===== src/design/tvbm_pkg.sv =====
package tvbm_pkg;

    localparam int WORD_BITS = 32;
    localparam int FRAC_BITS = 16;
    localparam int NUM_BITS  = WORD_BITS + FRAC_BITS;
    localparam int CNT_BITS  = $clog2(NUM_BITS);
    localparam int PC_BITS   = 6;

    localparam int SCALE_BITS     = 19;
    localparam int THR_BITS       = 31;
    localparam int CW_BITS        = 17;
    localparam int INV_BITS       = 31;
    localparam int CFG_DATA_BITS  = 31;
    localparam int CFG_INDEX_BITS = 3;

    // Register indexes on the configuration channel.
    typedef enum logic [CFG_INDEX_BITS-1:0] {
        REG_SLOPE_SCALE,
        REG_TVB_THRESHOLD,
        REG_CELL_WIDTH,
        REG_INV_CELL_WIDTH,
        REG_LIMIT_MODE
    } t_reg;

    typedef logic signed [WORD_BITS-1:0] t_word;
    typedef logic [WORD_BITS-1:0]        t_mag;
    typedef logic [2*WORD_BITS-1:0]      t_wide;

    localparam t_mag  WORD_MAX = {1'b0, {(WORD_BITS-1){1'b1}}};
    localparam t_word WORD_HI  = {1'b0, {(WORD_BITS-1){1'b1}}};
    localparam t_word WORD_LO  = {1'b1, {(WORD_BITS-1){1'b0}}};

    typedef enum logic [2:0] {
        OP_ADD,
        OP_SUB,
        OP_MULQ,
        OP_HALF,
        OP_MINMOD,
        OP_DIV,
        OP_BRM,
        OP_JOUT
    } t_op;

    typedef enum logic [4:0] {
        S_XS, S_XSS, S_XP, S_XPS,
        S_HSM, S_HSS, S_HPM, S_HPS,
        S_OSM, S_OPM,
        S_CW, S_INV, S_SCALE,
        S_T0, S_T1, S_T2, S_T3, S_T4, S_T5, S_T6, S_T7, S_T8, S_T9,
        S_NONE
    } t_src;

    typedef enum logic [3:0] {
        D_T0, D_T1, D_T2, D_T3, D_T4, D_T5, D_T6, D_T7, D_T8, D_T9,
        D_NONE
    } t_dst;

    typedef struct packed {
        t_op  op;
        t_dst dst;
        t_src a;
        t_src b;
        t_src c;
        logic last;
    } t_uop;

    typedef struct packed {
        logic  start;
        t_word num;
        t_word den;
    } t_div_req;

    typedef struct packed {
        logic  done;
        logic  fault;
        t_word quot;
    } t_div_rsp;

    localparam logic [PC_BITS-1:0] PC_LIMIT     = PC_BITS'(0);
    localparam logic [PC_BITS-1:0] PC_MODE1     = PC_BITS'(16);
    localparam logic [PC_BITS-1:0] PC_OUT       = PC_BITS'(39);
    localparam logic [PC_BITS-1:0] PC_PASS_HELD = PC_BITS'(45);
    localparam logic [PC_BITS-1:0] PC_PASS_IN   = PC_BITS'(51);

    function automatic t_mag mag_of(input t_word v);
        t_mag u;
        u = v;
        return v[WORD_BITS-1] ? (~u + 1'b1) : u;
    endfunction

    // Saturates a magnitude into the signed word range with the given sign.
    function automatic t_word from_mag(input logic neg, input t_wide mag);
        t_wide lim;
        t_wide m;
        t_mag  r;
        lim = {{WORD_BITS{1'b0}}, WORD_MAX} + {{(2*WORD_BITS-1){1'b0}}, neg};
        m   = (mag > lim) ? lim : mag;
        r   = m[WORD_BITS-1:0];
        return neg ? t_word'(~r + 1'b1) : t_word'(r);
    endfunction

    function automatic t_word sat_add(input t_word a, input t_word b);
        logic signed [WORD_BITS:0] s;
        s = {a[WORD_BITS-1], a} + {b[WORD_BITS-1], b};
        if (s[WORD_BITS] != s[WORD_BITS-1]) begin
            return s[WORD_BITS] ? WORD_LO : WORD_HI;
        end
        return s[WORD_BITS-1:0];
    endfunction

    function automatic t_word sat_sub(input t_word a, input t_word b);
        logic signed [WORD_BITS:0] s;
        s = {a[WORD_BITS-1], a} - {b[WORD_BITS-1], b};
        if (s[WORD_BITS] != s[WORD_BITS-1]) begin
            return s[WORD_BITS] ? WORD_LO : WORD_HI;
        end
        return s[WORD_BITS-1:0];
    endfunction

    // Product of magnitudes shifted right, truncated toward zero, saturated.
    function automatic t_word mul_shift(input t_word a, input t_word b, input logic half);
        t_wide p;
        t_wide q;
        p = {{WORD_BITS{1'b0}}, mag_of(a)} * {{WORD_BITS{1'b0}}, mag_of(b)};
        q = half ? (p >> (FRAC_BITS + 1)) : (p >> FRAC_BITS);
        return from_mag(a[WORD_BITS-1] ^ b[WORD_BITS-1], q);
    endfunction

    function automatic t_uop mk(input t_op op, input t_dst d, input t_src a, input t_src b,
                                input t_src c, input logic last);
        t_uop u;
        u.op   = op;
        u.dst  = d;
        u.a    = a;
        u.b    = b;
        u.c    = c;
        u.last = last;
        return u;
    endfunction

    // Microprogram: limiting of a held cell, the node outputs, and pass-through.
    function automatic t_uop uop_at(input logic [PC_BITS-1:0] pc);
        t_uop u;
        case (pc)
            6'd0:  u = mk(OP_SUB,    D_T0, S_HSM,   S_OSM,   S_NONE, 1'b0);
            6'd1:  u = mk(OP_MULQ,   D_T0, S_T0,    S_INV,   S_NONE, 1'b0);
            6'd2:  u = mk(OP_MULQ,   D_T0, S_SCALE, S_T0,    S_NONE, 1'b0);
            6'd3:  u = mk(OP_SUB,    D_T1, S_XS,    S_HSM,   S_NONE, 1'b0);
            6'd4:  u = mk(OP_MULQ,   D_T1, S_T1,    S_INV,   S_NONE, 1'b0);
            6'd5:  u = mk(OP_MULQ,   D_T1, S_T1,    S_SCALE, S_NONE, 1'b0);
            6'd6:  u = mk(OP_MINMOD, D_T2, S_HSS,   S_T0,    S_T1,   1'b0);
            6'd7:  u = mk(OP_BRM,    D_NONE, S_NONE, S_NONE, S_NONE, 1'b0);
            6'd8:  u = mk(OP_SUB,    D_T0, S_HPM,   S_OPM,   S_NONE, 1'b0);
            6'd9:  u = mk(OP_MULQ,   D_T0, S_T0,    S_INV,   S_NONE, 1'b0);
            6'd10: u = mk(OP_MULQ,   D_T0, S_SCALE, S_T0,    S_NONE, 1'b0);
            6'd11: u = mk(OP_SUB,    D_T1, S_XP,    S_HPM,   S_NONE, 1'b0);
            6'd12: u = mk(OP_MULQ,   D_T1, S_T1,    S_INV,   S_NONE, 1'b0);
            6'd13: u = mk(OP_MULQ,   D_T1, S_T1,    S_SCALE, S_NONE, 1'b0);
            6'd14: u = mk(OP_MINMOD, D_T3, S_HPS,   S_T0,    S_T1,   1'b0);
            6'd15: u = mk(OP_JOUT,   D_NONE, S_NONE, S_NONE, S_NONE, 1'b0);
            6'd16: u = mk(OP_HALF,   D_T0, S_CW,    S_HSS,   S_NONE, 1'b0);
            6'd17: u = mk(OP_HALF,   D_T1, S_CW,    S_HPS,   S_NONE, 1'b0);
            6'd18: u = mk(OP_SUB,    D_T4, S_HSM,   S_T0,    S_NONE, 1'b0);
            6'd19: u = mk(OP_ADD,    D_T5, S_HSM,   S_T0,    S_NONE, 1'b0);
            6'd20: u = mk(OP_SUB,    D_T6, S_HPM,   S_T1,    S_NONE, 1'b0);
            6'd21: u = mk(OP_ADD,    D_T7, S_HPM,   S_T1,    S_NONE, 1'b0);
            6'd22: u = mk(OP_DIV,    D_T8, S_HPM,   S_HSM,   S_NONE, 1'b0);
            6'd23: u = mk(OP_DIV,    D_T9, S_OPM,   S_OSM,   S_NONE, 1'b0);
            6'd24: u = mk(OP_DIV,    D_T0, S_XP,    S_XS,    S_NONE, 1'b0);
            6'd25: u = mk(OP_DIV,    D_T1, S_T7,    S_T5,    S_NONE, 1'b0);
            6'd26: u = mk(OP_DIV,    D_T3, S_T6,    S_T4,    S_NONE, 1'b0);
            6'd27: u = mk(OP_SUB,    D_T3, S_T1,    S_T3,    S_NONE, 1'b0);
            6'd28: u = mk(OP_MULQ,   D_T3, S_T3,    S_INV,   S_NONE, 1'b0);
            6'd29: u = mk(OP_SUB,    D_T4, S_T8,    S_T9,    S_NONE, 1'b0);
            6'd30: u = mk(OP_MULQ,   D_T4, S_T4,    S_INV,   S_NONE, 1'b0);
            6'd31: u = mk(OP_MULQ,   D_T4, S_SCALE, S_T4,    S_NONE, 1'b0);
            6'd32: u = mk(OP_SUB,    D_T5, S_T0,    S_T8,    S_NONE, 1'b0);
            6'd33: u = mk(OP_MULQ,   D_T5, S_T5,    S_INV,   S_NONE, 1'b0);
            6'd34: u = mk(OP_MULQ,   D_T5, S_SCALE, S_T5,    S_NONE, 1'b0);
            6'd35: u = mk(OP_MINMOD, D_T6, S_T3,    S_T4,    S_T5,   1'b0);
            6'd36: u = mk(OP_MULQ,   D_T7, S_T8,    S_T2,    S_NONE, 1'b0);
            6'd37: u = mk(OP_MULQ,   D_T6, S_HSM,   S_T6,    S_NONE, 1'b0);
            6'd38: u = mk(OP_ADD,    D_T3, S_T7,    S_T6,    S_NONE, 1'b0);
            6'd39: u = mk(OP_HALF,   D_T0, S_CW,    S_T2,    S_NONE, 1'b0);
            6'd40: u = mk(OP_HALF,   D_T1, S_CW,    S_T3,    S_NONE, 1'b0);
            6'd41: u = mk(OP_SUB,    D_T4, S_HSM,   S_T0,    S_NONE, 1'b0);
            6'd42: u = mk(OP_ADD,    D_T5, S_HSM,   S_T0,    S_NONE, 1'b0);
            6'd43: u = mk(OP_SUB,    D_T6, S_HPM,   S_T1,    S_NONE, 1'b0);
            6'd44: u = mk(OP_ADD,    D_T7, S_HPM,   S_T1,    S_NONE, 1'b1);
            6'd45: u = mk(OP_HALF,   D_T0, S_CW,    S_HSS,   S_NONE, 1'b0);
            6'd46: u = mk(OP_HALF,   D_T1, S_CW,    S_HPS,   S_NONE, 1'b0);
            6'd47: u = mk(OP_SUB,    D_T4, S_HSM,   S_T0,    S_NONE, 1'b0);
            6'd48: u = mk(OP_ADD,    D_T5, S_HSM,   S_T0,    S_NONE, 1'b0);
            6'd49: u = mk(OP_SUB,    D_T6, S_HPM,   S_T1,    S_NONE, 1'b0);
            6'd50: u = mk(OP_ADD,    D_T7, S_HPM,   S_T1,    S_NONE, 1'b1);
            6'd51: u = mk(OP_HALF,   D_T0, S_CW,    S_XSS,   S_NONE, 1'b0);
            6'd52: u = mk(OP_HALF,   D_T1, S_CW,    S_XPS,   S_NONE, 1'b0);
            6'd53: u = mk(OP_SUB,    D_T4, S_XS,    S_T0,    S_NONE, 1'b0);
            6'd54: u = mk(OP_ADD,    D_T5, S_XS,    S_T0,    S_NONE, 1'b0);
            6'd55: u = mk(OP_SUB,    D_T6, S_XP,    S_T1,    S_NONE, 1'b0);
            6'd56: u = mk(OP_ADD,    D_T7, S_XP,    S_T1,    S_NONE, 1'b1);
            default: u = mk(OP_ADD,  D_NONE, S_NONE, S_NONE, S_NONE, 1'b1);
        endcase
        return u;
    endfunction

endpackage


===== src/design/tvbm_div.sv =====
module tvbm_div (
    input  logic               i_clk,
    input  logic               i_rst_n,
    input  tvbm_pkg::t_div_req i_req,
    output tvbm_pkg::t_div_rsp o_rsp
);
    import tvbm_pkg::*;

    logic                r_busy;
    logic                r_done;
    logic                r_dz;
    logic                r_neg;
    logic [CNT_BITS-1:0] r_cnt;
    logic [NUM_BITS-1:0] r_num;
    t_mag                r_rem;
    t_mag                r_den;

    logic [WORD_BITS:0] shifted;
    logic [WORD_BITS:0] diff;
    logic               fits;

    // Restoring division, one quotient bit per cycle; quotient bits shift into
    // the numerator register from the bottom.
    always_comb begin
        shifted = {r_rem, r_num[NUM_BITS-1]};
        diff    = shifted - {1'b0, r_den};
        fits    = shifted >= {1'b0, r_den};
    end

    always_ff @(posedge i_clk) begin
        if (!i_rst_n) begin
            r_busy <= 1'b0;
            r_done <= 1'b0;
        end else begin
            r_done <= 1'b0;
            if (i_req.start) begin
                r_neg <= i_req.num[WORD_BITS-1] ^ i_req.den[WORD_BITS-1];
                r_rem <= '0;
                r_cnt <= '0;
                r_den <= mag_of(i_req.den);
                if (i_req.den == '0) begin
                    // Saturates to the largest value of the dividend's sign.
                    r_dz   <= 1'b1;
                    r_neg  <= i_req.num[WORD_BITS-1];
                    r_num  <= (i_req.num != '0) ? '1 : '0;
                    r_done <= 1'b1;
                end else begin
                    r_dz   <= 1'b0;
                    r_num  <= {mag_of(i_req.num), {FRAC_BITS{1'b0}}};
                    r_busy <= 1'b1;
                end
            end else if (r_busy) begin
                r_rem <= fits ? diff[WORD_BITS-1:0] : shifted[WORD_BITS-1:0];
                r_num <= {r_num[NUM_BITS-2:0], fits};
                r_cnt <= r_cnt + 1'b1;
                if (r_cnt == CNT_BITS'(NUM_BITS - 1)) begin
                    r_busy <= 1'b0;
                    r_done <= 1'b1;
                end
            end
        end
    end

    assign o_rsp.done  = r_done;
    assign o_rsp.fault = r_dz;
    assign o_rsp.quot  = from_mag(r_neg, {{(2*WORD_BITS-NUM_BITS){1'b0}}, r_num});

endmodule


===== config.mk =====
export PLATFORM = sky130hd
export DESIGN_NAME = tvbm_div
export DESIGN_NICKNAME = d
export VERILOG_FILES = /design/src/design/tvbm_pkg.sv /design/src/design/tvbm_div.sv
export SDC_FILE = /design/constraint.sdc
export NUM_CORES = 1
export LEC_CHECK = 0
export BUFFER_PORTS_ARGS = -buffer_cell sky130_fd_sc_hd__buf_4
export CORE_MARGIN = 1
export CORE_UTILIZATION = 50
export DETAILED_ROUTE_END_ITERATION = 12
export GPL_ROUTABILITY_DRIVEN = 0
export PLACE_DENSITY_LB_ADDON = 0.3
export SETUP_SLACK_MARGIN = 0.3
export SYNTH_ARGS = -nofsm -noshare
export SYNTH_HDL_FRONTEND = slang
export SYNTH_SLANG_ARGS = --single-unit

===== constraint.sdc =====
create_clock -name i_clk -period 11.6 [get_ports i_clk]
set_input_delay 2.32 -clock i_clk [delete_from_list [all_inputs] [get_ports i_clk]]
set_output_delay 2.32 -clock i_clk [all_outputs]
set_load 0.01 [all_outputs]

=== Word level (Yosys, flattened, before mapping) ===
Index checks and enable logic that the tools add are counted.

* Register bits: 122
* Bits of input ports: 67
* Output and inout bits: 34
* Logic and storage cells: 48

* Reductions and logical operators: 5
* Eq/ne operators: 2
* Bitwise operators: 4
* $add $sub $neg: 6
* Magnitude comparators: 2
* Muxes and demuxes: 20

{| class="wikitable"
|+ Operators by type and width
! cell !! count
|-
| 2-to-1 mux 48 bit || 4
|-
| 2-to-1 mux 32 bit || 5
|-
| adder 32 x 1 -> 32 bit (second input constant) || 3
|-
| inverter 32 bit || 3
|-
| > comparator 48 x 32 -> 1 bit || 1
|-
| >= comparator 33 x 32 -> 1 bit || 1
|-
| adder 31 x 1 -> 32 bit (first input constant) || 1
|-
| zero test 32 bit || 1
|-
| nonzero test 32 bit || 1
|-
| subtractor 32 bit || 1
|-
| 2-to-1 mux 31 bit || 1
|-
| 2-to-1 mux 1 bit || 9
|-
| adder 6 x 1 -> 6 bit (second input constant) || 1
|-
| equality test 6 bit (second input constant) || 1
|-
| 2-to-1 mux 6 bit || 1
|-
| AND reduction 2 bit || 2
|-
| != test 2 bit (second input constant) || 1
|-
| nonzero test 2 bit || 1
|-
| XOR 1 bit || 1
|}

=== Longest topological paths before layout ===
* Word-level depth: 6
* Gate-level depth with buffers: 23
* Gate-level depth less buffers: 20

=== Least setup slack after synthesis ===
OpenSTA, ideal clock, no wires.

* Path type: reg2out
* From: register r_neg
* To: output o_rsp[30] in the netlist's numbering
* Path slack: 4.171 ns
* Arrival: 5.109 ns
* Stages on the path, launching flop included: 24
* Path buffers: 3
* Required time: 9.280 ns
* Path through: edfxtp_1 inv_1 clkbuf_1 clkbuf_1 ha_1 nor2b_1 o21a_1 o21a_1 o21ai_0 o211ai_1 a221o_1 nand2_1 clkbuf_1 nor2_1 a21oi_1 ha_1 nand3_1 nor2b_1 nand2_1 or2_2 nand2b_1 o41ai_1 xor2_1 a21oi_1

{| class="wikitable"
|+ RTL lines
! item !! line !! source
|-
| from (decl) || tvbm_div.sv:12 || <nowiki>logic r_neg;</nowiki>
|-
| from (signal assigned) || tvbm_div.sv:37 || <nowiki>r_neg <= i_req.num[WORD_BITS-1] ^ i_req.den[WORD_BITS-1];</nowiki>
|-
| from (signal assigned) || tvbm_div.sv:44 || <nowiki>r_neg <= i_req.num[WORD_BITS-1];</nowiki>
|-
| to (decl) || tvbm_div.sv:5 || <nowiki>output tvbm_pkg::t_div_rsp o_rsp</nowiki>
|}

==> run metrics <==
outcome finished, final reports clean; remaining antenna violation count 0; syn nets about 1300; setup TNS 0 ns; main area contributors after synthesis edfxtp_1, ha_1, a21oi_1, o21ai_0, nand2_1; Worst Skew approximately 0.0082 ns; endpoints failing setup 0; total I/O pin count 101; Avg Inst Size Synth between 8 and 9 µm²; area growth from synthesis to layout 15.49%; all-layer global routing usage 0.2455; post-CTS sizing 0; most common flop cell mapped by yosys edfxtp_1; CTS tree yes; EDFF count, synth 120; worst reg2reg setup slack 7.84 ns; ratio of final minimum period to clock period 0.7151; dominant cell type by area after synthesis edfxtp_1; Leakage Power about 0.0045 µW; sequential share of the synthesized area 0.3714; H-tree lvl count 4; vias in the first global route 7944; most frequent cells in the layout nand2_1, edfxtp_1, buf_4; min-delay src r_busy; CP Max Fanout 62; critical path class reg2out; Cells after Synth ~1100; most common cell after layout, fill and taps aside nand2_1; Num CTS Buffers 17; hold endpoint r_busy; number of cells after detailed placement approximately 1400; clk buf depth 2; largest net degree at the start of global routing 73; Pwr Density about 130 nW/µm²; Clk Tree Root Cell clkbuf_16; DR iter-0 viols between 600 and 700; Reg2Reg Launch Point r_rem[0]; fin. max-slew vios 0; Worst R2R Path Depth 11; initial antenna violation count 0; Tmin final around 8.3 ns; height of the chip about 140 µm; Post-Syn Area between 9000 and 10000 µm²; post-synth top area share 0.3673; Worst-Margin Slew approximately 0.97 ns; Synth Register Bits about 120; vias per cell between 5 and 6; crit path DAT between 5 and 6 ns; post-CTS repair timing setup buffer count 0; Starting Density 0.5175; Hold Path Stages 2; Die W ~140 µm; Synth async-reset ratio 0; R2R Path End r_rem[10]; cell row count 50; DP HPWL 17410 µm; Pre-antenna DRT Iters 5; critical path required time around 9.3 ns; clock slew at reported path FFs ~0.060 ns; Core ar. around 19000 µm²; clock latency on the worst-skew pair 0.42 ns; Finished Layout Cells about 1500; GR Overflow Total 0; drt drc 0; max_cap viols 0; die area ~20000 µm²; Wirelength per Cell about 16 µm; ant diodes 0; hold_buf cts 0; Hold Vio Cnt, Final 0; Vias a little under 9000; Max Fclk roughly 0.12 GHz; Worst IR Drop VDD 0.1087 mV; Startpoint Class register; first-pass GRT wire length 39420 µm; Worst Hold Class reg2reg; nets ~1300; Sink Count about 120; Ys Warns 0; final wirelength roughly 24000 µm; post-synth cell types 63; crit end category primary output; relative slew slack 0.3502; Buffers on Ports 100; RSZ-0062 raised after global routing no; share of layout cells above drive strength 1 0.1325
how the worst max path moves through the flow:
stage / startpoint / to / slack, ns
3_3_place_gp: r_neg / o_rsp[30] / 4.03
3_5_place_dp: r_neg / o_rsp[30] / 3.85
5_1_grt: r_neg / o_rsp[30] / 2.81
4_1_cts: r_neg / o_rsp[30] / 3.34
2_1_floorplan: r_neg / o_rsp[30] / 4.17
6_report: r_neg / o_rsp[30] / 3.30
sequential cells by signal, indices dropped and copies added (netlist names):
signal	cells
r_rem	32
r_num	48
r_neg	1
r_dz	1
r_cnt	6
r_busy	1
r_den	32
r_done	1
layout make-up:
| class | count | area [µm²] |
|---|---|---|
| multi-input combinational | 874 | 5675 |
| fill | 1681 | 7627 |
| timing repair buffer | 109 | 818.3 |
| tap | 260 | 325.3 |
| clock inverter | 14 | 168.9 |
| inverter | 71 | 267.8 |
| sequential | 122 | 3643 |
| clock buffer | 18 | 429.2 |
cell families (layout without fill, tap and decap cells):
logic type | count (synthesis) | after routing | share of synthesized area
adder cells (fa/ha/maj) | 70 | 70 | 0.08980
AND/OR/NAND/NOR | 352 | 352 | 0.1749
buffers and inverters | 127 | 212 | 0.05178
flip-flops | 122 | 122 | 0.3714
AO/OA/AOI/OAI | 355 | 355 | 0.2247
XOR/XNOR | 93 | 93 | 0.08304
multiplexers | 4 | 4 | 0.004337
power breakdown:
group | switching [µW] | leakage [µW] | internal (µW) | total (µW)
clock network | 201 | 0.000291 | 338 | 539
registers | 26.8 | 0.00117 | 534 | 561
logic | 231 | 0.00308 | 169 | 401
total | 460 | 0.00454 | 1040 | 1500
critical path, stage by stage, from the launching register on:
cell and delay, ns:
edfxtp_1 0.35, buf_4 0.32, inv_1 0.58, ha_1 0.27, nor2b_1 0.05, o21a_1 0.17, o21a_1 0.16, o21ai_0 0.14
o211ai_1 0.11, a221o_1 0.39, nand2_1 0.08, buf_4 0.34, nor2_1 0.20, a21oi_1 0.19, ha_1 0.28, nand3_1 0.14
nor2b_1 0.27, nand2_1 0.17, or2_2 0.36, nand2b_1 0.16, o41ai_1 0.32, xor2_1 0.19, a21oi_1 0.09, buf_4 0.16
metrics by stage:
| stage | setup slack, ns | total power [µW] | hold slack, ns | cell area (µm²) | util |
|---|---|---|---|---|---|
| 3_5_place_dp | 3.850 | 963.5 | 0.4933 | 10730 | 0.5661 |
| 5_1_grt | 2.812 | 1575 | 0.5433 | 11330 | 0.5976 |
| 6_report | 3.304 | 1501 | 0.4984 | 11330 | 0.5976 |
| 4_1_cts | 3.345 | 1503 | 0.5011 | 11330 | 0.5976 |
| 2_1_floorplan | 4.171 | 848.1 | 0.4654 | 9809 | - |
| 3_3_place_gp | 4.026 | 954.1 | 0.4743 | 10730 | 0.5661 |
cells in the mapped netlist (3+ instances only):
| library cell | n |
|---|---|
| a31oi_1 | 6 |
| xor2_1 | 42 |
| and2_1 | 4 |
| o31ai_1 | 22 |
| xnor2_1 | 51 |
| or4_1 | 7 |
| a2bb2oi_1 | 5 |
| ha_1 | 68 |
| a41oi_1 | 3 |
| o21a_1 | 8 |
| a21o_1 | 30 |
| clkbuf_1 | 47 |
| o41ai_1 | 12 |
| nand3_1 | 29 |
| nor3_1 | 34 |
| a211oi_1 | 10 |
| inv_1 | 70 |
| a21boi_1 | 3 |
| a21oi_1 | 107 |
| and4_1 | 3 |
| o21ai_1 | 8 |
| or3_1 | 12 |
| o211ai_1 | 15 |
| nand2_1 | 127 |
| a2111oi_0 | 3 |
| or2_2 | 7 |
| nand4_1 | 20 |
| nor2_1 | 59 |
| buf_4 | 4 |
| a311oi_1 | 3 |
| a31o_2 | 3 |
| nor4_1 | 14 |
| nor2b_1 | 11 |
| a221o_1 | 6 |
| or4_4 | 3 |
| nand2b_1 | 10 |
| edfxtp_1 | 120 |
| and3_1 | 7 |
| o21ai_0 | 96 |
per-layer routing:
layer | vias to the layer above | track usage | routed length, µm
met5 | - | 0 | 0
met4 | 0 | 0.06791 | 317
met3 | 30 | 0.03802 | 1111
met2 | 242 | 0.4004 | 11390
met1 | 4126 | 0.3377 | 11310
li1 | 4318 | - | -
(Power assumes the default switching activity.)
